## src/vcfd_pkg.sv

```systemverilog
// ----------------------------------------------------------------------------
// vcfd_pkg - shared definitions for the frame deframer
// Header layout offsets, status codes, result word type and magic table.
// ----------------------------------------------------------------------------
package vcfd_pkg;

   localparam int BYTE_W = 8;
   localparam int POS_W  = 5;    // header offsets 0..23
   localparam int LEN_W  = 32;

   localparam int HDR_LEN  = 24;
   localparam int TAIL_LEN = 8;

   localparam logic [POS_W-1:0] TYPE_POS = POS_W'(4);
   localparam logic [POS_W-1:0] LEN_POS0 = POS_W'(12);
   localparam logic [POS_W-1:0] LEN_POS1 = POS_W'(13);
   localparam logic [POS_W-1:0] LEN_POS2 = POS_W'(14);
   localparam logic [POS_W-1:0] LEN_POS3 = POS_W'(15);
   localparam logic [POS_W-1:0] EXT_POS  = POS_W'(22);
   localparam logic [POS_W-1:0] SUM_POS  = POS_W'(23);
   localparam logic [POS_W-1:0] MAGIC_LEN = POS_W'(4);

   localparam logic [BYTE_W-1:0] KEY_RESET = 8'hFD;

   localparam logic [1:0] ST_PAYLOAD   = 2'd0;
   localparam logic [1:0] ST_BAD_MAGIC = 2'd1;
   localparam logic [1:0] ST_BAD_SUM   = 2'd2;
   localparam logic [1:0] ST_BAD_LEN   = 2'd3;

   typedef struct packed {
      logic [1:0]        status;
      logic              last_in_frame;
      logic              key_frame;
      logic [BYTE_W-1:0] payload_byte;
   } res_type;

   function automatic logic [BYTE_W-1:0] magic_byte(input logic [1:0] idx);
      logic [BYTE_W-1:0] val;
      case (idx)
         2'd0:    val = 8'h44;
         2'd1:    val = 8'h48;
         2'd2:    val = 8'h41;
         2'd3:    val = 8'h56;
         default: val = 8'h00;
      endcase
      return val;
   endfunction

endpackage

```

## src/vcfd_parser.sv

```systemverilog
// ----------------------------------------------------------------------------
// vcfd_parser - frame header parser and body sequencer
// Walks header, extension, payload and tail; one byte per accepted word.
// ----------------------------------------------------------------------------
module vcfd_parser (
   input  logic                        clock,
   input  logic                        reset,
   input  logic                        in_fire,
   input  logic [vcfd_pkg::BYTE_W-1:0] in_byte,
   input  logic [vcfd_pkg::BYTE_W-1:0] key_code,
   output logic                        res_valid,
   output vcfd_pkg::res_type           res
);

   localparam logic [2:0] PH_HEADER = 3'd0;
   localparam logic [2:0] PH_EXT    = 3'd1;
   localparam logic [2:0] PH_PAY    = 3'd2;
   localparam logic [2:0] PH_TAIL   = 3'd3;
   localparam logic [2:0] PH_HALT   = 3'd4;

   localparam int LW = vcfd_pkg::LEN_W;

   logic [2:0]                   phase_ff, phase_in;
   logic [vcfd_pkg::POS_W-1:0]   pos_ff, pos_in;
   logic [vcfd_pkg::BYTE_W-1:0]  sum_ff, sum_in;
   logic [LW-1:0]                len_ff, len_in;
   logic [vcfd_pkg::BYTE_W-1:0]  ext_ff, ext_in;
   logic                         key_ff, key_in;
   logic [LW-1:0]                cnt_ff, cnt_in;
   logic [LW-1:0]                paym1_ff, paym1_in;
   logic                         paynz_ff, paynz_in;

   logic [LW:0] need_len;
   logic [LW:0] short_diff;
   logic [LW:0] paym1_diff;
   logic        len_short;
   logic        pay_nz;
   logic        cnt_zero;

   // length check and payload count, both from the complete header fields
   always_comb begin
      need_len   = (LW+1)'(vcfd_pkg::HDR_LEN + vcfd_pkg::TAIL_LEN) + (LW+1)'(ext_ff);
      short_diff = {1'b0, len_ff} - need_len;
      paym1_diff = {1'b0, len_ff} - (need_len + (LW+1)'(1));
      len_short  = short_diff[LW];
      pay_nz     = ~paym1_diff[LW];
   end

   assign cnt_zero = (cnt_ff == '0);

   always_comb begin
      phase_in  = phase_ff;
      pos_in    = pos_ff;
      sum_in    = sum_ff;
      len_in    = len_ff;
      ext_in    = ext_ff;
      key_in    = key_ff;
      cnt_in    = cnt_ff;
      paym1_in  = paym1_ff;
      paynz_in  = paynz_ff;
      res_valid = 1'b0;
      res       = '0;

      if (in_fire) begin
         case (phase_ff)
            PH_HEADER: begin
               if (pos_ff < vcfd_pkg::MAGIC_LEN &&
                   in_byte != vcfd_pkg::magic_byte(pos_ff[1:0])) begin
                  res_valid  = 1'b1;
                  res.status = vcfd_pkg::ST_BAD_MAGIC;
                  phase_in   = PH_HALT;
               end else if (pos_ff == vcfd_pkg::SUM_POS) begin
                  if (in_byte != sum_ff) begin
                     res_valid  = 1'b1;
                     res.status = vcfd_pkg::ST_BAD_SUM;
                     phase_in   = PH_HALT;
                  end else if (len_short) begin
                     res_valid  = 1'b1;
                     res.status = vcfd_pkg::ST_BAD_LEN;
                     phase_in   = PH_HALT;
                  end else begin
                     paym1_in = paym1_diff[LW-1:0];
                     paynz_in = pay_nz;
                     if (ext_ff != '0) begin
                        phase_in = PH_EXT;
                        cnt_in   = LW'(ext_ff) - LW'(1);
                     end else if (pay_nz) begin
                        phase_in = PH_PAY;
                        cnt_in   = paym1_diff[LW-1:0];
                     end else begin
                        phase_in = PH_TAIL;
                        cnt_in   = LW'(vcfd_pkg::TAIL_LEN - 1);
                     end
                  end
               end else begin
                  sum_in = sum_ff + in_byte;
                  pos_in = pos_ff + vcfd_pkg::POS_W'(1);
                  if (pos_ff == vcfd_pkg::TYPE_POS) begin
                     key_in = (in_byte == key_code);
                  end
                  if (pos_ff == vcfd_pkg::EXT_POS) begin
                     ext_in = in_byte;
                  end
                  // total length, little-endian
                  case (pos_ff)
                     vcfd_pkg::LEN_POS0: len_in = LW'(in_byte);
                     vcfd_pkg::LEN_POS1: len_in[15:8]  = in_byte;
                     vcfd_pkg::LEN_POS2: len_in[23:16] = in_byte;
                     vcfd_pkg::LEN_POS3: len_in[31:24] = in_byte;
                     default: ;
                  endcase
               end
            end
            PH_EXT: begin
               if (cnt_zero) begin
                  if (paynz_ff) begin
                     phase_in = PH_PAY;
                     cnt_in   = paym1_ff;
                  end else begin
                     phase_in = PH_TAIL;
                     cnt_in   = LW'(vcfd_pkg::TAIL_LEN - 1);
                  end
               end else begin
                  cnt_in = cnt_ff - LW'(1);
               end
            end
            PH_PAY: begin
               res_valid         = 1'b1;
               res.payload_byte  = in_byte;
               res.key_frame     = key_ff;
               res.last_in_frame = cnt_zero;
               res.status        = vcfd_pkg::ST_PAYLOAD;
               if (cnt_zero) begin
                  phase_in = PH_TAIL;
                  cnt_in   = LW'(vcfd_pkg::TAIL_LEN - 1);
               end else begin
                  cnt_in = cnt_ff - LW'(1);
               end
            end
            PH_TAIL: begin
               if (cnt_zero) begin
                  phase_in = PH_HEADER;
                  pos_in   = '0;
                  sum_in   = '0;
               end else begin
                  cnt_in = cnt_ff - LW'(1);
               end
            end
            PH_HALT: ;
            default: phase_in = PH_HALT;
         endcase
      end
   end

   always_ff @(posedge clock) begin
      if (reset) begin
         phase_ff <= PH_HEADER;
         pos_ff   <= '0;
         sum_ff   <= '0;
         len_ff   <= '0;
         ext_ff   <= '0;
         key_ff   <= 1'b0;
         cnt_ff   <= '0;
         paynz_ff <= 1'b0;
      end else begin
         phase_ff <= phase_in;
         pos_ff   <= pos_in;
         sum_ff   <= sum_in;
         len_ff   <= len_in;
         ext_ff   <= ext_in;
         key_ff   <= key_in;
         cnt_ff   <= cnt_in;
         paynz_ff <= paynz_in;
      end
   end

   always_ff @(posedge clock) begin
      paym1_ff <= paym1_in;
   end

endmodule

```

## src/vcfd_skid.sv

```systemverilog
// ----------------------------------------------------------------------------
// vcfd_skid - result register with skid stage
// Holds results for the output channel; input side stalls only when full.
// ----------------------------------------------------------------------------
module vcfd_skid (
   input  logic              clock,
   input  logic              reset,
   input  logic              in_valid,
   input  vcfd_pkg::res_type in_res,
   output logic              in_ready,
   output logic              out_valid,
   output vcfd_pkg::res_type out_res,
   input  logic              out_ready
);

   logic              main_valid_ff, main_valid_in;
   logic              skid_valid_ff, skid_valid_in;
   vcfd_pkg::res_type main_ff, main_in;
   vcfd_pkg::res_type skid_ff, skid_in;
   logic              out_fire;
   logic              push;

   assign in_ready  = ~skid_valid_ff;
   assign out_valid = main_valid_ff;
   assign out_res   = main_ff;
   assign out_fire  = main_valid_ff & out_ready;
   assign push      = in_valid & in_ready;

   always_comb begin
      main_valid_in = main_valid_ff;
      skid_valid_in = skid_valid_ff;
      main_in       = main_ff;
      skid_in       = skid_ff;
      if (!main_valid_ff || out_fire) begin
         if (skid_valid_ff) begin
            main_valid_in = 1'b1;
            main_in       = skid_ff;
            skid_valid_in = 1'b0;
         end else begin
            main_valid_in = push;
            main_in       = in_res;
         end
      end else if (push) begin
         skid_valid_in = 1'b1;
         skid_in       = in_res;
      end
   end

   always_ff @(posedge clock) begin
      if (reset) begin
         main_valid_ff <= 1'b0;
         skid_valid_ff <= 1'b0;
      end else begin
         main_valid_ff <= main_valid_in;
         skid_valid_ff <= skid_valid_in;
      end
   end

   always_ff @(posedge clock) begin
      main_ff <= main_in;
      skid_ff <= skid_in;
   end

endmodule

```

## src/video_container_frame_deframer_top.sv

```systemverilog
// ----------------------------------------------------------------------------
// video_container_frame_deframer_top - byte stream frame deframer
// Strips 24-byte headers, extensions and 8-byte tails; emits payload bytes.
// ----------------------------------------------------------------------------
// Usage:
//   req_* carries the raw stream, one byte per word in req_tdata.
//   rsp_* carries results: payload byte in rsp_tdata, last payload byte of a
//   frame on rsp_tlast, key-frame flag and status in rsp_tuser.
//   csr_wen/csr_wdata set the key-frame type code, compared with the type byte
//   of each header as it arrives; write only while the stream is idle.
// Throughput: one byte per cycle while req_tready is high. Each accepted byte
//   is parsed in the cycle it is taken; its result, if any, is registered in
//   the main or skid entry. Non-payload bytes give a word only on a fault.
// Stalls: a two-entry result register (main plus skid) decouples the sides;
//   req_tready drops only once both entries hold undelivered results.
// Faults: a bad magic, checksum or length gives one word with nonzero status
//   and the parser then swallows all input until reset.
// Reset: synchronous; clears the parser to the start of a header, empties
//   the result register and loads the key code with 0xFD.
// ----------------------------------------------------------------------------
module video_container_frame_deframer_top (
   input  logic       clock,
   input  logic       reset,
   input  logic       req_tvalid,
   output logic       req_tready,
   input  logic [7:0] req_tdata,   // [7:0] data_byte
   output logic       rsp_tvalid,
   input  logic       rsp_tready,
   output logic [7:0] rsp_tdata,   // [7:0] payload_byte
   output logic       rsp_tlast,   // last_in_frame
   output logic [2:0] rsp_tuser,   // [0] key_frame, [2:1] status
   input  logic       csr_wen,
   input  logic [7:0] csr_wdata    // [7:0] key_frame_type_code
);

   logic [vcfd_pkg::BYTE_W-1:0] key_code_ff;
   logic                        in_fire;
   logic                        res_valid;
   vcfd_pkg::res_type           res;
   vcfd_pkg::res_type           out_res;

   always_ff @(posedge clock) begin
      if (reset) begin
         key_code_ff <= vcfd_pkg::KEY_RESET;
      end else if (csr_wen) begin
         key_code_ff <= csr_wdata;
      end
   end

   assign in_fire = req_tvalid & req_tready;

   vcfd_parser u_parser (
      .clock     (clock),
      .reset     (reset),
      .in_fire   (in_fire),
      .in_byte   (req_tdata),
      .key_code  (key_code_ff),
      .res_valid (res_valid),
      .res       (res)
   );

   vcfd_skid u_skid (
      .clock     (clock),
      .reset     (reset),
      .in_valid  (res_valid),
      .in_res    (res),
      .in_ready  (req_tready),
      .out_valid (rsp_tvalid),
      .out_res   (out_res),
      .out_ready (rsp_tready)
   );

   assign rsp_tdata = out_res.payload_byte;
   assign rsp_tlast = out_res.last_in_frame;
   assign rsp_tuser = {out_res.status, out_res.key_frame};

   // skid entry only ever fills behind a held main entry
   a_skid_behind_main: assert property (@(posedge clock) disable iff (reset)
      !req_tready |-> rsp_tvalid)
      else $error("skid entry full while output register empty");

   a_reset_empty: assert property (@(posedge clock)
      reset |=> !rsp_tvalid)
      else $error("result valid straight after reset");

   a_error_word_clean: assert property (@(posedge clock) disable iff (reset)
      (rsp_tvalid && rsp_tuser[2:1] != vcfd_pkg::ST_PAYLOAD) |->
         (!rsp_tlast && !rsp_tuser[0] && rsp_tdata == '0))
      else $error("error word carries payload fields");

endmodule
```

## config.mk

```make
export PLATFORM = sky130hd
export DESIGN_NAME = video_container_frame_deframer_top
export DESIGN_NICKNAME = d
export VERILOG_FILES = /design/src/vcfd_pkg.sv /design/src/vcfd_parser.sv /design/src/vcfd_skid.sv /design/src/video_container_frame_deframer_top.sv
export SDC_FILE = /design/constraint.sdc
export NUM_CORES = 1
export LEC_CHECK = 0
export BUFFER_PORTS_ARGS = -buffer_cell sky130_fd_sc_hd__buf_2
export CORE_MARGIN = 2
export CORE_UTILIZATION = 65
export DETAILED_ROUTE_END_ITERATION = 7
export PLACE_DENSITY = 0.93
export SLEW_MARGIN = 20
export SYNTH_ARGS = -nofsm -noshare
export SYNTH_HDL_FRONTEND = slang
export SYNTH_SLANG_ARGS = --single-unit
```

## constraint.sdc

```tcl
create_clock -name clock -period 9.7 [get_ports clock]
set_input_delay 0.97 -clock clock [delete_from_list [all_inputs] [get_ports clock]]
set_output_delay 0.97 -clock clock [all_outputs]
set_load 0.01 [all_outputs]
```

==> summary.md <==
| Metric | Value |
|---|---|
| Status | `completed` |
| Crit path to | `u_parser.len_ff[14]$_SDFFE_PP0P_` |
| Worst-Margin Slew | `1.10 ns` |
| Fmax | `255 MHz` |
| RSZ-0062 raised after global routing | `false` |
| Post-Route Setup TNS | `0 ns` |
| CP endpoint kind | `flip-flop` |
| Largest net degree at the start of global routing | `62` |
| Ys Warns | `0` |
| R2R Path End | `u_parser.len_ff[14]$_SDFFE_PP0P_` |
| Max incr delay on CP | `0.64 ns` |
| Max-Cap Viols | `0` |
| Clk slew on worst S/H paths | `0.07 ns` |
| CP Class | `reg2reg` |
| VDD IR max | `136 uV` |
| Gr usage total | `0.329` |
| Crit path from | `u_parser.pos_ff[1]$_SDFFE_PP0P_` |
| Final ANT Viol Nets | `0` |
| DRT Pass-1 Iters | `6` |
| IO Count | `35` |
| Critical Path AT | `4.21 ns` |
| Ys async rst share | `0` |
| Leak Pwr | `3.87 nW` |
| Residual DRC count | `0` |
| Initial antenna violation count | `0` |
| First-pass GRT wire length | `36800 um` |
| WL per Instance | `20.2 um` |
| Clk Latency, worst-skew pair | `0.44 ns` |
| Dpl ws | `5.19 ns` |
| Placed instance count | `1088` |
| HPWL after DPL | `15300 um` |
| Gr ovfl total | `0` |
| Die Wd | `119 um` |
| Slew HR | `0.268` |
| Die H | `119 um` |
| Slew Limit Fails | `0` |
| Post-Synth Simple-Gate Area | `0.180` |
| Via/cell ratio | `6.75` |
| Synth Cell Area | `8540 um2` |
| HP Class | `reg2reg` |
| Starting density of the core | `0.671` |
| Hold buffer count at CTS | `0` |
| Placer Congestion | `0.906` |
| Complex-gate fraction of the synthesized area | `0.197` |
| Tcrit/Tclk final | `0.404` |
| R2r setup slk | `5.78 ns` |
| Adder-Cell Fraction of Synth Area | `0.0457` |
| Cts bufs inserted | `17` |
| Syn Area/Cell | `9.30 um2` |
| 1st-iter DRT viols | `1099` |
| Synth-to-layout area growth | `10.2%` |
| Clock Skew | `0.0109 ns` |
| Clk root buf | `clkbuf_16` |
| Slowest cell on the critical path | `o21ai_1` |
| Mux cell area share after synthesis | `0.0293` |
| Layout Cells excl Fill | `1120` |
| Vias in the first global route | `7297` |
| Finish-stage setup viols | `0` |
| Core area | `12700 um2` |
| Final Hold Vio Count | `0` |
| Placed instance area | `8820 um2` |
| Mapped Nets | `969` |
| Post-synthesis cell count | `918` |
| # Post-CTS Setup Buffers | `0` |
| PD cells | `148 nW/um2` |
| Unique masters post-synth | `70` |
| Worst r2r src | `u_parser.pos_ff[1]$_SDFFE_PP0P_` |
| Crit path time final | `3.92 ns` |
| Post-Synth XOR/XNOR Area | `0.0687` |
| Critical path data required time | `9.99 ns` |
| Synthesized flop and latch total | `156` |
| Worst Setup Slack, final | `5.78 ns` |
| Die Area | `14100 um2` |
| H-tree depth | `4` |
| Layout cells sized above 1 | `0.103` |
| Row cnt | `41` |
| Post-route cell area | `9410 um2` |
| Critical path, cell by cell | `inv_1 -> ha_1 -> xor2_1 -> or4b_2 -> o21ai_1 -> and3_1 -> nand4_1 -> nand2_1 -> o32ai_1` |
| Total wire length | `22600 um` |
| Vias | `7556` |
| R2R cell count | `9` |
| Post-CTS sizing | `0` |
| Main combinational cell family by area after synthesis | `compound AO/OA/AOI/OAI gates` |
| Post-synth EDFFs | `56` |
| NumNets Final | `986` |
| Sequential fraction of the synthesis area | `0.431` |
| # clock sinks | `156` |
| CP Max Fanout | `11` |
| # diodes | `0` |
| Crit start category | `flip-flop` |
| Clock Tree Buf Depth | `2` |
| Most used DFF post-synth | `dfxtp_1` |
| Port Buffers | `34` |
| TritonCTS clock tree | `done` |
==> critical path, delay by kind of cell, from the launching register on <==
| family | cells | cell delay, ns |
|---|---|---|
| AND/OR/NAND/NOR | 4 | 2.02 |
| AO/OA/AOI/OAI | 2 | 0.78 |
| flip-flops | 1 | 0.45 |
| adder cells (fa/ha/maj) | 1 | 0.23 |
| XOR/XNOR | 1 | 0.17 |
| buffers and inverters | 1 | 0.12 |
==> cell usage after synthesis (all sizes together), types with 14 or more instances <==
cell type | count | area (um2)
a21o | 21 | 158
a21oi | 51 | 255
a221oi | 14 | 154
clkbuf | 32 | 120
dfxtp | 100 | 2000
edfxtp | 56 | 1680
ha | 28 | 350
inv | 55 | 206
mux2i | 25 | 250
nand2 | 67 | 251
nand3 | 31 | 155
nor2 | 74 | 278
nor3 | 39 | 195
nor4 | 15 | 106
o21ai | 44 | 220
o32ai | 30 | 263
xnor2 | 48 | 420
xor2 | 19 | 166
==> state kept, by name, summed over array words and instances, names as in the netlist, 8 cells and up <==
register           flops
u_parser.len_ff       32
u_parser.ext_ff        8
u_parser.paym1_ff     32
u_skid.out_res        12
key_code_ff            8
u_parser.sum_ff        8
u_skid.skid_ff        12
u_parser.cnt_ff       32
==> how the worst min path moves through the flow <==
stage,start,end,slack [ns],cells past startpoint
5_1_grt,u_parser.cnt_ff[26]$_SDFFE_PP0P_,u_parser.cnt_ff[26]$_SDFFE_PP0P_,0.50,2
3_5_place_dp,u_parser.sum_ff[4]$_SDFFE_PP0P_,u_parser.sum_ff[4]$_SDFFE_PP0P_,0.47,1
2_1_floorplan,u_parser.key_ff$_SDFFE_PP0P_,u_parser.key_ff$_SDFFE_PP0P_,0.45,2
6_report,u_parser.sum_ff[2]$_SDFFE_PP0P_,u_parser.sum_ff[2]$_SDFFE_PP0P_,0.48,1
4_1_cts,u_parser.cnt_ff[26]$_SDFFE_PP0P_,u_parser.cnt_ff[26]$_SDFFE_PP0P_,0.48,2
3_3_place_gp,u_parser.cnt_ff[26]$_SDFFE_PP0P_,u_parser.cnt_ff[26]$_SDFFE_PP0P_,0.46,2
==> metrics by stage <==
step	hold WS (ns)	power, mW	utilization
global route	0.503	1.43	0.740
floorplan	0.448	0.727	-
detailed placement	0.470	0.747	0.693
CTS	0.484	1.39	0.740
global placement	0.462	0.745	0.693
finish	0.484	1.39	0.740
==> per-layer routing <==
metal	part of all wire	GRT usage	up-vias
met1	0.40	0.435	3574
li1	-	-	3436
met5	0	0	-
met2	0.47	0.509	470
met4	0.030	0.149	0
met3	0.11	0.0859	76
==> report_power, final <==
group,internal [mW],switching (mW)
Sequential,0.680,0.00449
Combinational,0.0169,0.0322
Clock,0.347,0.314
==> cells by family (layout without fill, tap and decap cells) <==
logic type	Yosys count	in the layout
adder cells (fa/ha/maj)	30	30
XOR/XNOR	67	67
multiplexers	25	25
flip-flops	156	156
buffers and inverters	100	130
AND/OR/NAND/NOR	305	305
AO/OA/AOI/OAI	235	235
==> cell usage in the layout, fill, tap and decap left out, types with 6 or more instances in the layout <==
cell,Yosys,layout
a31oi_1,8,8
mux2i_1,25,25
inv_6,0,7
nand4_1,11,11
and3_1,9,9
a32o_1,7,7
nor4_1,13,12
and2_1,12,12
buf_2,6,34
o21ai_0,43,42
clkbuf_16,0,17
o32ai_1,30,30
a22o_1,9,9
nand2_1,67,67
nor2_1,74,74
edfxtp_1,56,56
nor3_1,39,38
a22oi_1,6,6
nand2b_1,7,7
a221oi_1,9,9
nand3_1,31,31
inv_1,55,55
a21o_1,21,21
xnor2_1,48,48
buf_4,1,8
or3_1,10,10
dfxtp_1,100,100
xor2_1,19,19
a21oi_1,51,51
ha_1,28,28
==> cell type report <==
| type | instances | area (um2) |
|---|---|---|
| clock buffers | 17 | 425 |
| clock inverters | 15 | 169 |
| fillers | 865 | 3310 |
| inverters | 56 | 210 |
| multi-input cells | 662 | 4480 |
| flip-flops and latches | 156 | 3680 |
| well taps | 172 | 215 |
| repair buffers | 42 | 230 |
Note: power is estimated with default switching activity, not from simulation.
